**config.mk**
```make
export PLATFORM = sky130hd
export DESIGN_NAME = lcvd_decide
export DESIGN_NICKNAME = d
export VERILOG_FILES = /design/src/rtl/lcvd_pkg.sv /design/src/rtl/lcvd_decide.sv
export SDC_FILE = /design/constraint.sdc
export NUM_CORES = 1
export LEC_CHECK = 0
export ABC_AREA = 1
export BUFFER_PORTS_ARGS = -buffer_cell sky130_fd_sc_hd__buf_2
export CAP_MARGIN = 0
export CORE_MARGIN = 5
export CORE_UTILIZATION = 43
export DETAILED_ROUTE_END_ITERATION = 10
export PLACE_DENSITY = 0.73
export SYNTH_ARGS = -nofsm -noshare
export SYNTH_HDL_FRONTEND = slang
export SYNTH_SLANG_ARGS = --single-unit
export TNS_END_PERCENT = 50
```
**constraint.sdc**
```tcl
create_clock -name clk -period 5.8 [get_ports clk]
set_clock_uncertainty 0.05 [all_clocks]
set_input_delay 0.87 -clock clk [delete_from_list [all_inputs] [get_ports clk]]
set_output_delay 0.87 -clock clk [all_outputs]
set_load 0.03 [all_outputs]
```
**src/rtl/lcvd_pkg.sv**
```systemverilog
// shared constants and types for the lane change variance detector
package lcvd_pkg;

  // default window depth
  localparam int WINDOW_DEFAULT = 40;

  // field widths
  localparam int POS_W      = 16;
  localparam int VAR_W      = 32;
  localparam int REFR_W     = 11;
  localparam int RUN_W      = 16;
  localparam int CFG_ADDR_W = 1;
  localparam int CFG_DATA_W = 32;

  // configuration register indexes
  localparam logic [CFG_ADDR_W-1:0] REG_VAR_THRESHOLD = 1'd0;
  localparam logic [CFG_ADDR_W-1:0] REG_REFRACTORY    = 1'd1;

  // configuration reset values
  localparam logic [VAR_W-1:0]  THRESHOLD_RESET  = 32'd268435;
  localparam logic [REFR_W-1:0] REFRACTORY_RESET = 11'd100;

  // saturation limits
  localparam logic [REFR_W-1:0] GAP_MAX = '1;
  localparam logic [RUN_W-1:0]  RUN_MAX = '1;

  // per-transaction flags carried down the pipeline
  typedef struct packed {
    logic full;   // more than WINDOW samples seen
    logic past4;  // fifth sample or later
  } lcvd_flags_t;

endpackage

```
**src/rtl/lcvd_decide.sv**
```systemverilog
// detection decision, gap and run tracking, and the result register
module lcvd_decide
  import lcvd_pkg::*;
#(
  parameter int WINDOW = WINDOW_DEFAULT
) (
  input  logic                                  clk,
  input  logic                                  rst_n,
  input  logic                                  en,
  input  logic [VAR_W-1:0]                      variance,
  input  logic [VAR_W+$clog2(WINDOW+1)-1:0]     var_sum,
  input  lcvd_flags_t                           flags,
  input  logic [VAR_W-1:0]                      threshold,
  input  logic [REFR_W-1:0]                     refractory,
  output logic                                  lane_change,
  output logic [VAR_W-1:0]                      window_variance,
  output logic [RUN_W-1:0]                      run_length
);

  localparam int CW  = $clog2(WINDOW + 1);
  localparam int VSW = VAR_W + CW;
  localparam logic [CW-1:0] W_C = CW'(WINDOW);

  logic [REFR_W-1:0] gap_r, gap_nxt, gap_base;
  logic              seen_r, seen_nxt;
  logic              prev_r, prev_nxt;
  logic              in_run_r, in_run_nxt;
  logic [RUN_W-1:0]  run_cnt_r, run_cnt_nxt;
  logic [RUN_W-1:0]  run_out;
  logic [VSW-1:0]    var_times_w;
  logic              det;
  logic              run_end;
  logic              lane_change_r;
  logic [VAR_W-1:0]  variance_r;
  logic [RUN_W-1:0]  run_length_r;

  // variance above window mean, above threshold, window full, gap allows it
  always_comb begin
    var_times_w = VSW'(variance) * VSW'(W_C);
    det = (var_times_w > var_sum) && (variance > threshold) && flags.full &&
          ((gap_r > refractory) || !seen_r);
  end

  // gap counter and end-of-change tracking from the fifth sample on
  always_comb begin
    run_end  = flags.past4 && !det && prev_r;
    gap_base = run_end ? '0 : gap_r;
    gap_nxt  = gap_r;
    prev_nxt = prev_r;
    seen_nxt = seen_r | run_end;
    if (flags.past4) begin
      prev_nxt = det;
      gap_nxt  = (gap_base == GAP_MAX) ? gap_base : gap_base + 1'b1;
    end
  end

  // run length: report at run end, clear on the second quiet sample
  always_comb begin
    run_cnt_nxt = run_cnt_r;
    in_run_nxt  = in_run_r;
    run_out     = '0;
    if (det) begin
      run_cnt_nxt = (run_cnt_r == RUN_MAX) ? run_cnt_r : run_cnt_r + 1'b1;
      in_run_nxt  = 1'b1;
    end else if (in_run_r) begin
      in_run_nxt = 1'b0;
      run_out    = run_cnt_r;
    end else begin
      run_cnt_nxt = '0;
    end
  end

  // tracking state
  always_ff @(posedge clk) begin
    if (!rst_n) begin
      gap_r     <= '0;
      seen_r    <= 1'b0;
      prev_r    <= 1'b0;
      in_run_r  <= 1'b0;
      run_cnt_r <= '0;
    end else if (en) begin
      gap_r     <= gap_nxt;
      seen_r    <= seen_nxt;
      prev_r    <= prev_nxt;
      in_run_r  <= in_run_nxt;
      run_cnt_r <= run_cnt_nxt;
    end
  end

  // result register
  always_ff @(posedge clk) begin
    if (en) begin
      lane_change_r <= det;
      variance_r    <= variance;
      run_length_r  <= run_out;
    end
  end

  assign lane_change     = lane_change_r;
  assign window_variance = variance_r;
  assign run_length      = run_length_r;

endmodule
```
==> run summary <==
Status -> finished clean
Cells after Synth -> 965
Die Y -> 141 um
Mux cell area share after synthesis -> 0
Sw power -> 0.664 mW
Layout cells sized above 1 -> 0.203
Final non-filler cell total -> 1370
WL/cell -> 13.1 um
Vias in the first global route -> 6516
CP top delay family -> simple AND/OR/NAND/NOR gates
Xor/xnor cell area share of the yosys netlist -> 0.0464
Via density -> 4.87
Crit end category -> flop
Met2 Wirelength -> 8.96 mm
Setup TNS -> 0 ps
Worst Tran Pin Value -> 720 ps
Worst vdd ir -> 0.130 mV
Area growth, synth to finish -> 20.0%
Commonest non-fill, non-tap cell in the layout -> nand2_1
Max layer used -> met4
Register area share after synthesis -> 0.281
Simple-gate share of the synthesized area -> 0.205
# setup viols final -> 0
WHS -> 397 ps
Final WL -> 17.9 mm
Final net count -> 1403
Vias -> 6668
I/O Buffers -> 166
Max_slew headroom -> 0.520
DRC Markers -> 0
Sw Share -> 0.352
Post-route ant nets -> 0
Arr. time, crit path -> 5590 ps
Mapped Area -> 0.00736 mm^2
Pin count of the biggest net entering global routing -> 56
Sequential power share -> 0.343
Pre-antenna DRT Iters -> 5
Row cnt -> 47
Syn_nets -> 1224
Worst path max stage delay -> 410 ps
Synth Area in Compound Gates -> 0.127
Dpl cell area -> 0.00849 mm^2
Main combinational cell family by area after synthesis -> adder cells
Leakage -> 4.88 nW
Routed length on met3 -> 679 um
Clock Tree Root -> clkbuf_16
CP Class -> primary input to flop
Initial drt markers -> 403
Post-Syn Area per Cell -> 7.63 um^2
Met1 wire length -> 7.98 mm
Post-placement cell count -> 1352
#FFs+latches synth -> 79
Hold Violations, Final -> 0
Initial Utilization -> 0.441
Pwr/cell area -> 214 mW/mm^2
Most common cell on crit path -> nand2_1
Cell area after layout -> 0.00883 mm^2
Crit Path Max Fanout -> 6
HP Class -> flop to flop
Die X -> 141 um
H-tree depth -> 3
First-pass GRT wire length -> 29.5 mm
Max cap viols -> 0
Slew Viols, Final -> 0
Period utilization -> 0.934
WP data required -> 5970 ps
Setup WS pre-CTS -> -99.0 ps
Post-Synth Adder-Cell Area -> 0.241
Synth unique cells -> 52
Fmax achieved -> 185 MHz
Area of the die -> 0.0198 mm^2
Logic pwr share -> 0.351
TritonCTS clock tree -> built
Startpoint Class -> primary input
Routability-driven placement congestion ratio -> 0.932
Clock Sinks -> 79
Worst Path Buf+Inv -> 5
Clk_lat worst skew -> 330 ps
Clock-pin slew on the worst setup and hold paths -> 60 ps
Post-layout minimum cycle time -> 5420 ps
Top-level I/O count -> 167
CTS Buf Count -> 9
Int Pwr -> 1.22 mW
CP max stage cell -> fa_1
Yosys warnings -> 0
Total gr overflow -> 0
Antenna violations before repair -> 1
Commonest non-fill, non-tap cells in the layout -> nand2_1, inv_1, buf_2, ha_1, a21oi_1
Clk buf depth -> 2
Core area -> 0.0167 mm^2
GRT Util Overall -> 0.178
Fill count -> 1632
Clock power share -> 0.306
Dpl hpwl -> 14.9 mm
Setup WS post-layout -> 383 ps
-- cells by family after synthesis --
family                     Yosys count
buffers and inverters              191
AOI/OAI and AO/OA                  168
and+or+nand+nor                    347
adders and majority gates          141
xor gates and xnor gates            39
DFF                                 79
-- final timing paths --
path / start / slack, ps / cells after the start / end
worst max-delay path: variance[3] / 380 / 37 / gap_r[9]$_SDFFE_PN0P_
worst min-delay path: seen_r$_SDFFE_PN0P_ / 400 / 2 / seen_r$_SDFFE_PN0P_
worst max register to register: gap_r[4]$_SDFFE_PN0P_ / 2710 / 25 / gap_r[9]$_SDFFE_PN0P_
worst min register to register: seen_r$_SDFFE_PN0P_ / 400 / 2 / seen_r$_SDFFE_PN0P_
-- area by class of cell --
cell class	instances	area [um^2]	area share
well taps	220	275	0.0312
diodes	1	2.50	0.000283
repair buffers	176	906	0.103
clock buffers	11	264	0.0299
multi-input cells	695	4580	0.519
inverters	183	687	0.0778
clock inverters	5	43.8	0.00496
flip-flops and latches	79	2070	0.235
-- cells in the mapped netlist, drive strengths merged --
master / count / area share
a211oi: 1 / 0.0010
a21boi: 5 / 0.0056
a21o: 7 / 0.0071
a21oi: 89 / 0.061
a221oi: 2 / 0.0024
a31oi: 9 / 0.0085
and2: 1 / 0.00085
and3: 1 / 0.00085
buf: 5 / 0.0046
clkbuf: 3 / 0.0017
clkinv: 2 / 0.0010
dfxtp: 30 / 0.082
edfxtp: 49 / 0.20
fa: 1 / 0.0027
ha: 140 / 0.24
inv: 181 / 0.092
nand2: 222 / 0.12
nand3: 32 / 0.025
nand3b: 4 / 0.0041
nand4: 8 / 0.0085
nor2: 70 / 0.040
nor2b: 1 / 0.00085
nor3: 4 / 0.0034
nor4: 3 / 0.0034
o211ai: 1 / 0.0010
o21a: 3 / 0.0031
o21ai: 46 / 0.032
o21bai: 2 / 0.0020
o311ai: 1 / 0.0012
o31ai: 2 / 0.0020
or2: 1 / 0.00085
xnor2: 9 / 0.011
xor2: 30 / 0.036
-- power by group through the flow --
stage	Clock (mW)	Sequential, mW	Combinational (mW)
finish	0.578	0.647	0.663
global route	0.623	0.651	0.763
CTS	0.597	0.647	0.663
detailed placement	0	0.659	0.658
global placement	0	0.658	0.643
floorplan	0	0.706	0.421
-- metal layers --
layer / GRT usage / vias up
met2: 0.329 / 145
met5: 0 / -
met4: 0.0428 / 0
li1: - / 3542
met1: 0.221 / 2958
met3: 0.0210 / 23
-- sequential cells by signal, summed over array words and instances, names as in the netlist --
signal,count
gap_r,11
in_run_r,1
lane_change,1
prev_r,1
run_cnt_r,16
run_length,16
seen_r,1
window_variance,32
-- per-stage QoR --
| step | utilization | power [mW] |
|---|---|---|
| after CTS | 0.527 | 1.91 |
| after floorplan | - | 1.13 |
| after global placement | 0.508 | 1.30 |
| after global routing | 0.529 | 2.04 |
| final | 0.529 | 1.89 |
| after detailed placement | 0.508 | 1.32 |
-- tightest hold or removal path, stage by stage, from the launching register on --
cell	delay, ps
dfxtp_1	310
inv_1	40
a21oi_1	50
-- timing repair --
action                                 4_1_cts  5_1_grt
endpoints found under the hold margin        0        0
hold buffers                                 0        0
buffers inserted                             0        1
setup endpoints to repair                    0       10
resized for setup                            0        8
Power figures use the tool's default switching activity.
