==> src/rtl/lcvd_cell.sv <==
// one cell of a shift chain, holds one window entry
module lcvd_cell #(
  parameter int DW = 16
) (
  input  logic          clk,
  input  logic          rst_n,
  input  logic          shift_en,
  input  logic [DW-1:0] d,
  output logic [DW-1:0] q
);

  logic [DW-1:0] val_r;

  // entry takes its neighbor's value on every shift
  always_ff @(posedge clk) begin
    if (!rst_n) begin
      val_r <= '0;
    end else if (shift_en) begin
      val_r <= d;
    end
  end

  assign q = val_r;

endmodule

==> src/rtl/lcvd_chain.sv <==
// row of cells forming a window delay line, tail is the entry leaving the window
module lcvd_chain #(
  parameter int DEPTH = 40,
  parameter int DW    = 16
) (
  input  logic          clk,
  input  logic          rst_n,
  input  logic          shift_en,
  input  logic [DW-1:0] din,
  output logic [DW-1:0] tail
);

  logic [DW-1:0] link [DEPTH+1];

  assign link[0] = din;

  // each cell hands its entry to the next one
  for (genvar i = 0; i < DEPTH; i++) begin : g_cell
    lcvd_cell #(
      .DW (DW)
    ) u_cell (
      .clk      (clk),
      .rst_n    (rst_n),
      .shift_en (shift_en),
      .d        (link[i]),
      .q        (link[i+1])
    );
  end

  assign tail = link[DEPTH];

endmodule

==> config.mk <==
export PLATFORM = sky130hd
export DESIGN_NAME = lcvd_chain
export DESIGN_NICKNAME = d
export VERILOG_FILES = /design/src/rtl/lcvd_cell.sv /design/src/rtl/lcvd_chain.sv
export SDC_FILE = /design/constraint.sdc
export NUM_CORES = 1
export LEC_CHECK = 0
export ABC_AREA = 0
export BUFFER_PORTS_ARGS = -buffer_cell sky130_fd_sc_hd__buf_2
export CAP_MARGIN = 30
export CORE_UTILIZATION = 45
export CTS_CLUSTER_SIZE = 24
export DETAILED_ROUTE_END_ITERATION = 8
export RECOVER_POWER = 50
export SYNTH_ARGS = -nofsm -noshare
export SYNTH_HDL_FRONTEND = slang
export SYNTH_SLANG_ARGS = --single-unit
==> constraint.sdc <==
create_clock -name clk -period 1.4 [get_ports clk]
set_input_delay 0.07 -clock clk [delete_from_list [all_inputs] [get_ports clk]]
set_output_delay 0.07 -clock clk [all_outputs]
set_load 0.02 [all_outputs]
==> results.py, run 1 <==
metrics = {
    "critical_path": {
        "rrSetupSlack_ns": 0.25,
        "start_kind": "register",
        "rr_startpoint": "g_cell[0].u_cell.q[6]",
        "critical_path.top_delay_family": "flip-flops",
        "worstPathMaxFanout": 2,
        "arrival_ns": 1.11,
        "reg2regPathDepth": 3,
        "crit_cells": 1,
        "critical_path.startpoint": "g_cell[39].u_cell.q[0]",
        "cp_slowest_cell": "dfxtp_1",
        "r2r_end": "g_cell[0].u_cell.q[6]",
        "worstPathRequired_ns": 1.33,
        "critical_path.max_stage_delay_ns": 0.35,
        "path_buf_inv": 1,
        "crit_type": "register to primary output",
        "critical_path.cell_chain": "buf_2",
        "critical_path.endpoint": "tail[0]",
        "worst_setup_path_end_kind": "primary output",
    },
    "logic_synthesis": {
        "synth_area_per_cell_um2": 12.0,
        "ys_ff_latch": 640,
        "synth_cells": 2062,
        "synth_cell_types": 9,
        "yosys.area.top_type_share": 0.517,
        "synthTopCellsByCount": "dfxtp_1 (640), mux2i_1 (640), nor2b_1 (640)",
        "synth_nets": 2081,
        "yosysWarnings": 0,
        "yosysSeqAreaShare": 0.517,
        "yosysTopAreaCell": "dfxtp_1",
        "yosys-top-cells-area": "dfxtp_1 (52%), mux2i_1 (26%), nor2b_1 (16%), buf_12 (4.4%), clkbuf_1 (0.99%)",
        "synthFlopType": "dfxtp_1",
        "synth_area_um2": 24800,
        "synth-edff-count": 0,
        "async_reset_ff_frac": 0,
    },
    "placement": {
        "routabilityCongestion": 0.679,
        "hpwl_mm": 20.0,
        "portBuffers": 34,
    },
    "routing": {
        "route.met2.wl_mm": 15.4,
        "drc_errors": 0,
        "final_antenna_net_count": 0,
        "vias": 13100,
        "routedWlPerCell_um": 12.1,
        "drtPass1Iterations": 4,
        "routed.top_layer": "met4",
        "wirelength_met1_mm": 17.4,
        "wl_met3_mm": 1.04,
        "drt_iter0_markers": 464,
        "drt_wl_total_mm": 34.6,
        "viasPerCell": 4.60,
    },
    "grt": {
        "overflow": 0,
        "grt_pass1_wl_mm": 60.9,
        "grt_max_degree": 141,
        "grtUsageTotal": 0.126,
        "grt_pass1_vias": 13100,
        "antenna_found_initial": 0,
    },
    "finish": {
        "fin_nets": 2120,
        "fillers": 4787,
        "syn_to_final_growth_pct": 11.2,
        "diodes": 0,
        "largest_reg_flops": 640,
        "regArea_um2": 12800,
        "multi_input_area_um2": 10400,
        "layout-drive-gt1-share": 0.0915,
    },
    "pwr": {
        "internal-power_mw": 30.5,
        "power_frac_seq": 0.477,
        "clkPwrFrac": 0.482,
        "max-vdd-ir-drop_mv": 1.09,
        "p_leak_nw": 11.2,
        "powerDensity_nw_per_um2": 1390,
        "comb_power_share": 0.042,
        "p_sw_mw": 7.93,
        "switching_share": 0.207,
    },
    "floorplan": {
        "die_w_um": 237,
        "core_region_area_um2": 54100,
        "die_h_um": 237,
        "start_util": 0.458,
        "dieArea_um2": 56000,
        "rows": 85,
        "io_pins": 35,
    },
    "clocking": {
        "cts_sinks": 640,
        "cts_tree": "done",
        "clock_path_buffers": 3,
        "clock_latency_ns": 0.59,
        "postCtsSetupBuffers": 0,
        "path_clk_slew_ns": 0.06,
        "cts_inserted_buffers": 69,
        "htreeDepth": 3,
        "clockRootBuffer": "clkbuf_16",
    },
    "timing": {
        "worst_slew_pin_slew_ns": 0.798,
        "setup_viol": 0,
        "whs_ns": 0.0649,
        "fin_crit_sh": 0.844,
        "tns_ns": 0,
        "relSlewSlack": 0.468,
        "timing.fmax_mhz": 847,
        "rsz0062_at_grt": "no",
        "finalHoldViolCount": 0,
        "report.final.slew_viol_count": 0,
        "fin_worst_skew_ns": 0.0223,
        "post-route-min-period_ns": 1.18,
    },
    "hold_path": {
        "hp-class": "primary input to register",
    },
    "outcome": {
        "status": "finished, final reports clean",
    },
    "flow_run": {
        "cap_violations": 0,
    },
}
[kinds of logic after synthesis]
group | share of synthesized area
DFF | 0.517
and+or+nand+nor | 0.162
buffers and inverters | 0.0624
muxes | 0.259
[layer usage]
metal / track usage / vias up
li1: - / 6925
met1: 0.161 / 6020
met2: 0.207 / 89
met3: 0.0305 / 59
met4: 0.0464 / 0
met5: 0 / -
[metrics by stage]
step           setup WS [ns]  utilization  cells  total power [mW]  cell area [um2]
6_report               0.219        0.509   2849              38.4            27600
5_1_grt                0.120        0.509   2849              40.0            27600
4_1_cts                0.162        0.510   2849              39.1            27600
3_5_place_dp           0.190        0.463   2707              20.3            25000
3_3_place_gp           0.216        0.463   2707              20.3            25000
2_1_floorplan          0.511            -   2062              20.3            24800
[cells in the final DEF (no fill, tap or decap), drive strengths merged]
cell type,count
dlygate4sd3,19
clkinv,19
nor2b,640
inv,2
buf,82
dfxtp,640
mux2i,640
clkbuf,101
bufinv,7
clkinvlp,3
[power groups by stage]
| stage | sequential (mW) | clock, mW | combinational, mW |
|---|---|---|---|
| finish | 18.3 | 18.5 | 1.60 |
| global route | 18.3 | 20.0 | 1.70 |
| CTS | 18.3 | 19.2 | 1.64 |
| detailed placement | 18.7 | 0 | 1.60 |
| global placement | 18.7 | 0 | 1.58 |
| floorplan | 18.7 | 0 | 1.57 |
[cell type report]
class | count | share of cell area
well taps | 696 | 0.0316
multi-input cells | 1280 | 0.378
repair buffers | 110 | 0.0399
flip-flops and latches | 640 | 0.465
clock inverters | 31 | 0.0135
clock buffers | 92 | 0.0722
[worst min-delay path by stage]
stage	slack (ns)	depth (start not counted)	to	from
2_1_floorplan	0.24	2	g_cell[0].u_cell.q[0]	din[0]
3_3_place_gp	0.32	3	g_cell[0].u_cell.q[4]	din[4]
3_5_place_dp	0.34	3	g_cell[0].u_cell.q[5]	din[5]
4_1_cts	0.03	4	g_cell[13].u_cell.q[4]	shift_en
5_1_grt	0.05	4	g_cell[13].u_cell.q[4]	shift_en
6_report	0.06	4	g_cell[13].u_cell.q[4]	shift_en
[what timing repair did]
| action | 4_1_cts | 5_1_grt |
|---|---|---|
| gates resized for setup | 0 | 0 |
| endpoints found under the hold margin | 50 | 0 |
| endpoints found under the setup margin | 0 | 0 |
| hold buffers | 19 | 0 |
[worst register-to-register path: stages (launching register included)]
cell and delay, ns:
dfxtp_1 0.32, mux2i_1 0.12, nor2b_1 0.06, dlygate4sd3_1 0.54
No activity file was read; power rests on OpenSTA's default activity.
==> inputs of run 2 (changes only) <==
- clock period: 1.4 -> 0.97 ns (I/O delays scaled with it)
==> run 2 against run 1 <==
Against the previous run:
- utilization is 1.1 points higher
- the run now ends with negative setup slack left
- register-to-register slack hardly changed
- critical endpoint is now tail[5]
- largest power group is now sequential cells
- final cell count is 1.5% higher
==> results.py, run 2 (same netlist as run 1, synthesis figures left out) <==
metrics = {
    "outcome": {
        "status": "finished, violations left",
        "violations": "negative setup slack",
    },
    "clocking": {
        "cts_sinks": 640,
        "clock_path_buffers": 3,
        "cts_tree": "done",
        "htreeDepth": 3,
        "cts_inserted_buffers": 69,
        "path_clk_slew_ns": 0.06,
        "clock_latency_ns": 0.59,
        "clockRootBuffer": "clkbuf_16",
    },
    "floorplan": {
        "rows": 85,
        "dieArea_um2": 56000,
        "io_pins": 35,
        "start_util": 0.458,
        "die_h_um": 237,
        "die_w_um": 237,
        "core_region_area_um2": 54100,
    },
    "placement": {
        "dp_worst_setup_slack_ns": -0.0719,
        "routabilityCongestion": 0.668,
        "hpwl_mm": 21.2,
        "portBuffers": 34,
    },
    "timing": {
        "report.final.slew_viol_count": 0,
        "whs_ns": 0.0438,
        "finalHoldViolCount": 0,
        "rsz0062_at_grt": "yes",
        "worst_slack_ns": -0.137,
        "post-route-min-period_ns": 1.11,
        "worst_slew_pin_slew_ns": 0.500,
        "timing.fmax_mhz": 903,
        "setup_viol": 55,
        "fin_crit_sh": 1.14,
        "relSlewSlack": 0.667,
        "fin_worst_skew_ns": 0.0151,
    },
    "finish": {
        "layout-drive-gt1-share": 0.115,
        "finish.utilization": 0.520,
        "syn_to_final_growth_pct": 13.6,
        "diodes": 0,
        "layout_common_cells": "mux2i_1 (640), nor2b_1 (640), dfxtp_1 (624)",
        "fin_nets": 2163,
        "largest_reg_flops": 640,
    },
    "grt": {
        "overflow": 0,
        "grtUsageTotal": 0.132,
        "grt_pass1_vias": 13300,
        "antenna_found_initial": 0,
        "grt_max_degree": 114,
        "grt_pass1_wl_mm": 63.3,
    },
    "critical_path": {
        "rr_startpoint": "g_cell[39].u_cell.q[8]",
        "start_kind": "register",
        "worstPathMaxFanout": 2,
        "r2r_end": "g_cell[39].u_cell.q[8]",
        "worstPathRequired_ns": 0.92,
        "crit_type": "register to primary output",
        "critical_path.max_stage_delay_ns": 0.35,
        "cp_slowest_cell": "dfxtp_2",
        "reg2regPathDepth": 3,
        "worst_setup_path_end_kind": "primary output",
        "rrSetupSlack_ns": 0.24,
        "arrival_ns": 1.06,
        "path_buf_inv": 1,
        "critical_path.top_delay_family": "flip-flops",
        "critical_path.cell_chain": "buf_6",
    },
    "routing": {
        "drc_errors": 0,
        "drt_wl_total_mm": 35.8,
        "viasPerCell": 4.59,
        "drtPass1Iterations": 4,
        "routedWlPerCell_um": 12.4,
        "drt_iter0_markers": 427,
        "final_antenna_net_count": 0,
        "vias": 13300,
    },
    "pwr": {
        "p_leak_nw": 11.4,
        "max-vdd-ir-drop_mv": 1.26,
        "powerDensity_nw_per_um2": 1940,
        "finalPower_mw": 54.5,
    },
    "hold_path": {
        "hp-class": "primary input to register",
        "hold_end": "g_cell[5].u_cell.q[6]",
        "hold_depth": 4,
        "worstHoldStart": "shift_en",
    },
    "flow_run": {
        "cap_violations": 0,
    },
}
run 2: power breakdown:
part / leakage [nW] / total [mW] / switching, mW / internal [mW]
Sequential: 5.17 / 26.4 / 0.0427 / 26.4
Combinational: 5.16 / 2.57 / 1.13 / 1.44
Clock: 1.12 / 25.5 / 10.3 / 15.3
run 2: how the worst max path moves through the flow:
stage,start,end,slack (ns),cells past startpoint
after CTS,g_cell[39].u_cell.q[5],tail[5],-0.20,1
after floorplan,shift_en,g_cell[0].u_cell.q[15],0.10,5
after detailed placement,shift_en,g_cell[9].u_cell.q[1],-0.07,5
after global routing,g_cell[39].u_cell.q[5],tail[5],-0.19,1
after global placement,shift_en,g_cell[11].u_cell.q[6],-0.06,5
final,g_cell[39].u_cell.q[5],tail[5],-0.14,1
run 2: final cells by class:
type / instances / area [um2]
fillers: 4667 / 26000
flip-flops and latches: 640 / 12800
multi-input cells: 1280 / 10400
clock buffers: 105 / 2110
repair buffers: 153 / 1790
well taps: 696 / 871
clock inverters: 17 / 140
run 2: repair_timing:
item / CTS / global route
gates resized for setup: 48 / 1
hold buffers: 24 / 0
setup endpoints to repair: 16 / 94
hold endpoints to repair: 162 / 0
buffers inserted: 1 / 0
run 2: per-stage QoR:
stage          setup TNS, ns  cells  area (um2)
6_report               -2.29   2891       28100
3_3_place_gp           -1.21   2745       25600
2_1_floorplan              0   2062       24800
4_1_cts                -6.24   2892       28200
3_5_place_dp           -6.62   2745       25600
5_1_grt                -9.92   2891       28100
run 2: layer usage:
layer  part of all wire  GRT usage  up-vias
li1                   -          -     7003
met1               0.50      0.173     6094
met4              0.032     0.0516        0
met3              0.030     0.0317       83
met2               0.43      0.208       96
met5                  0          0        -
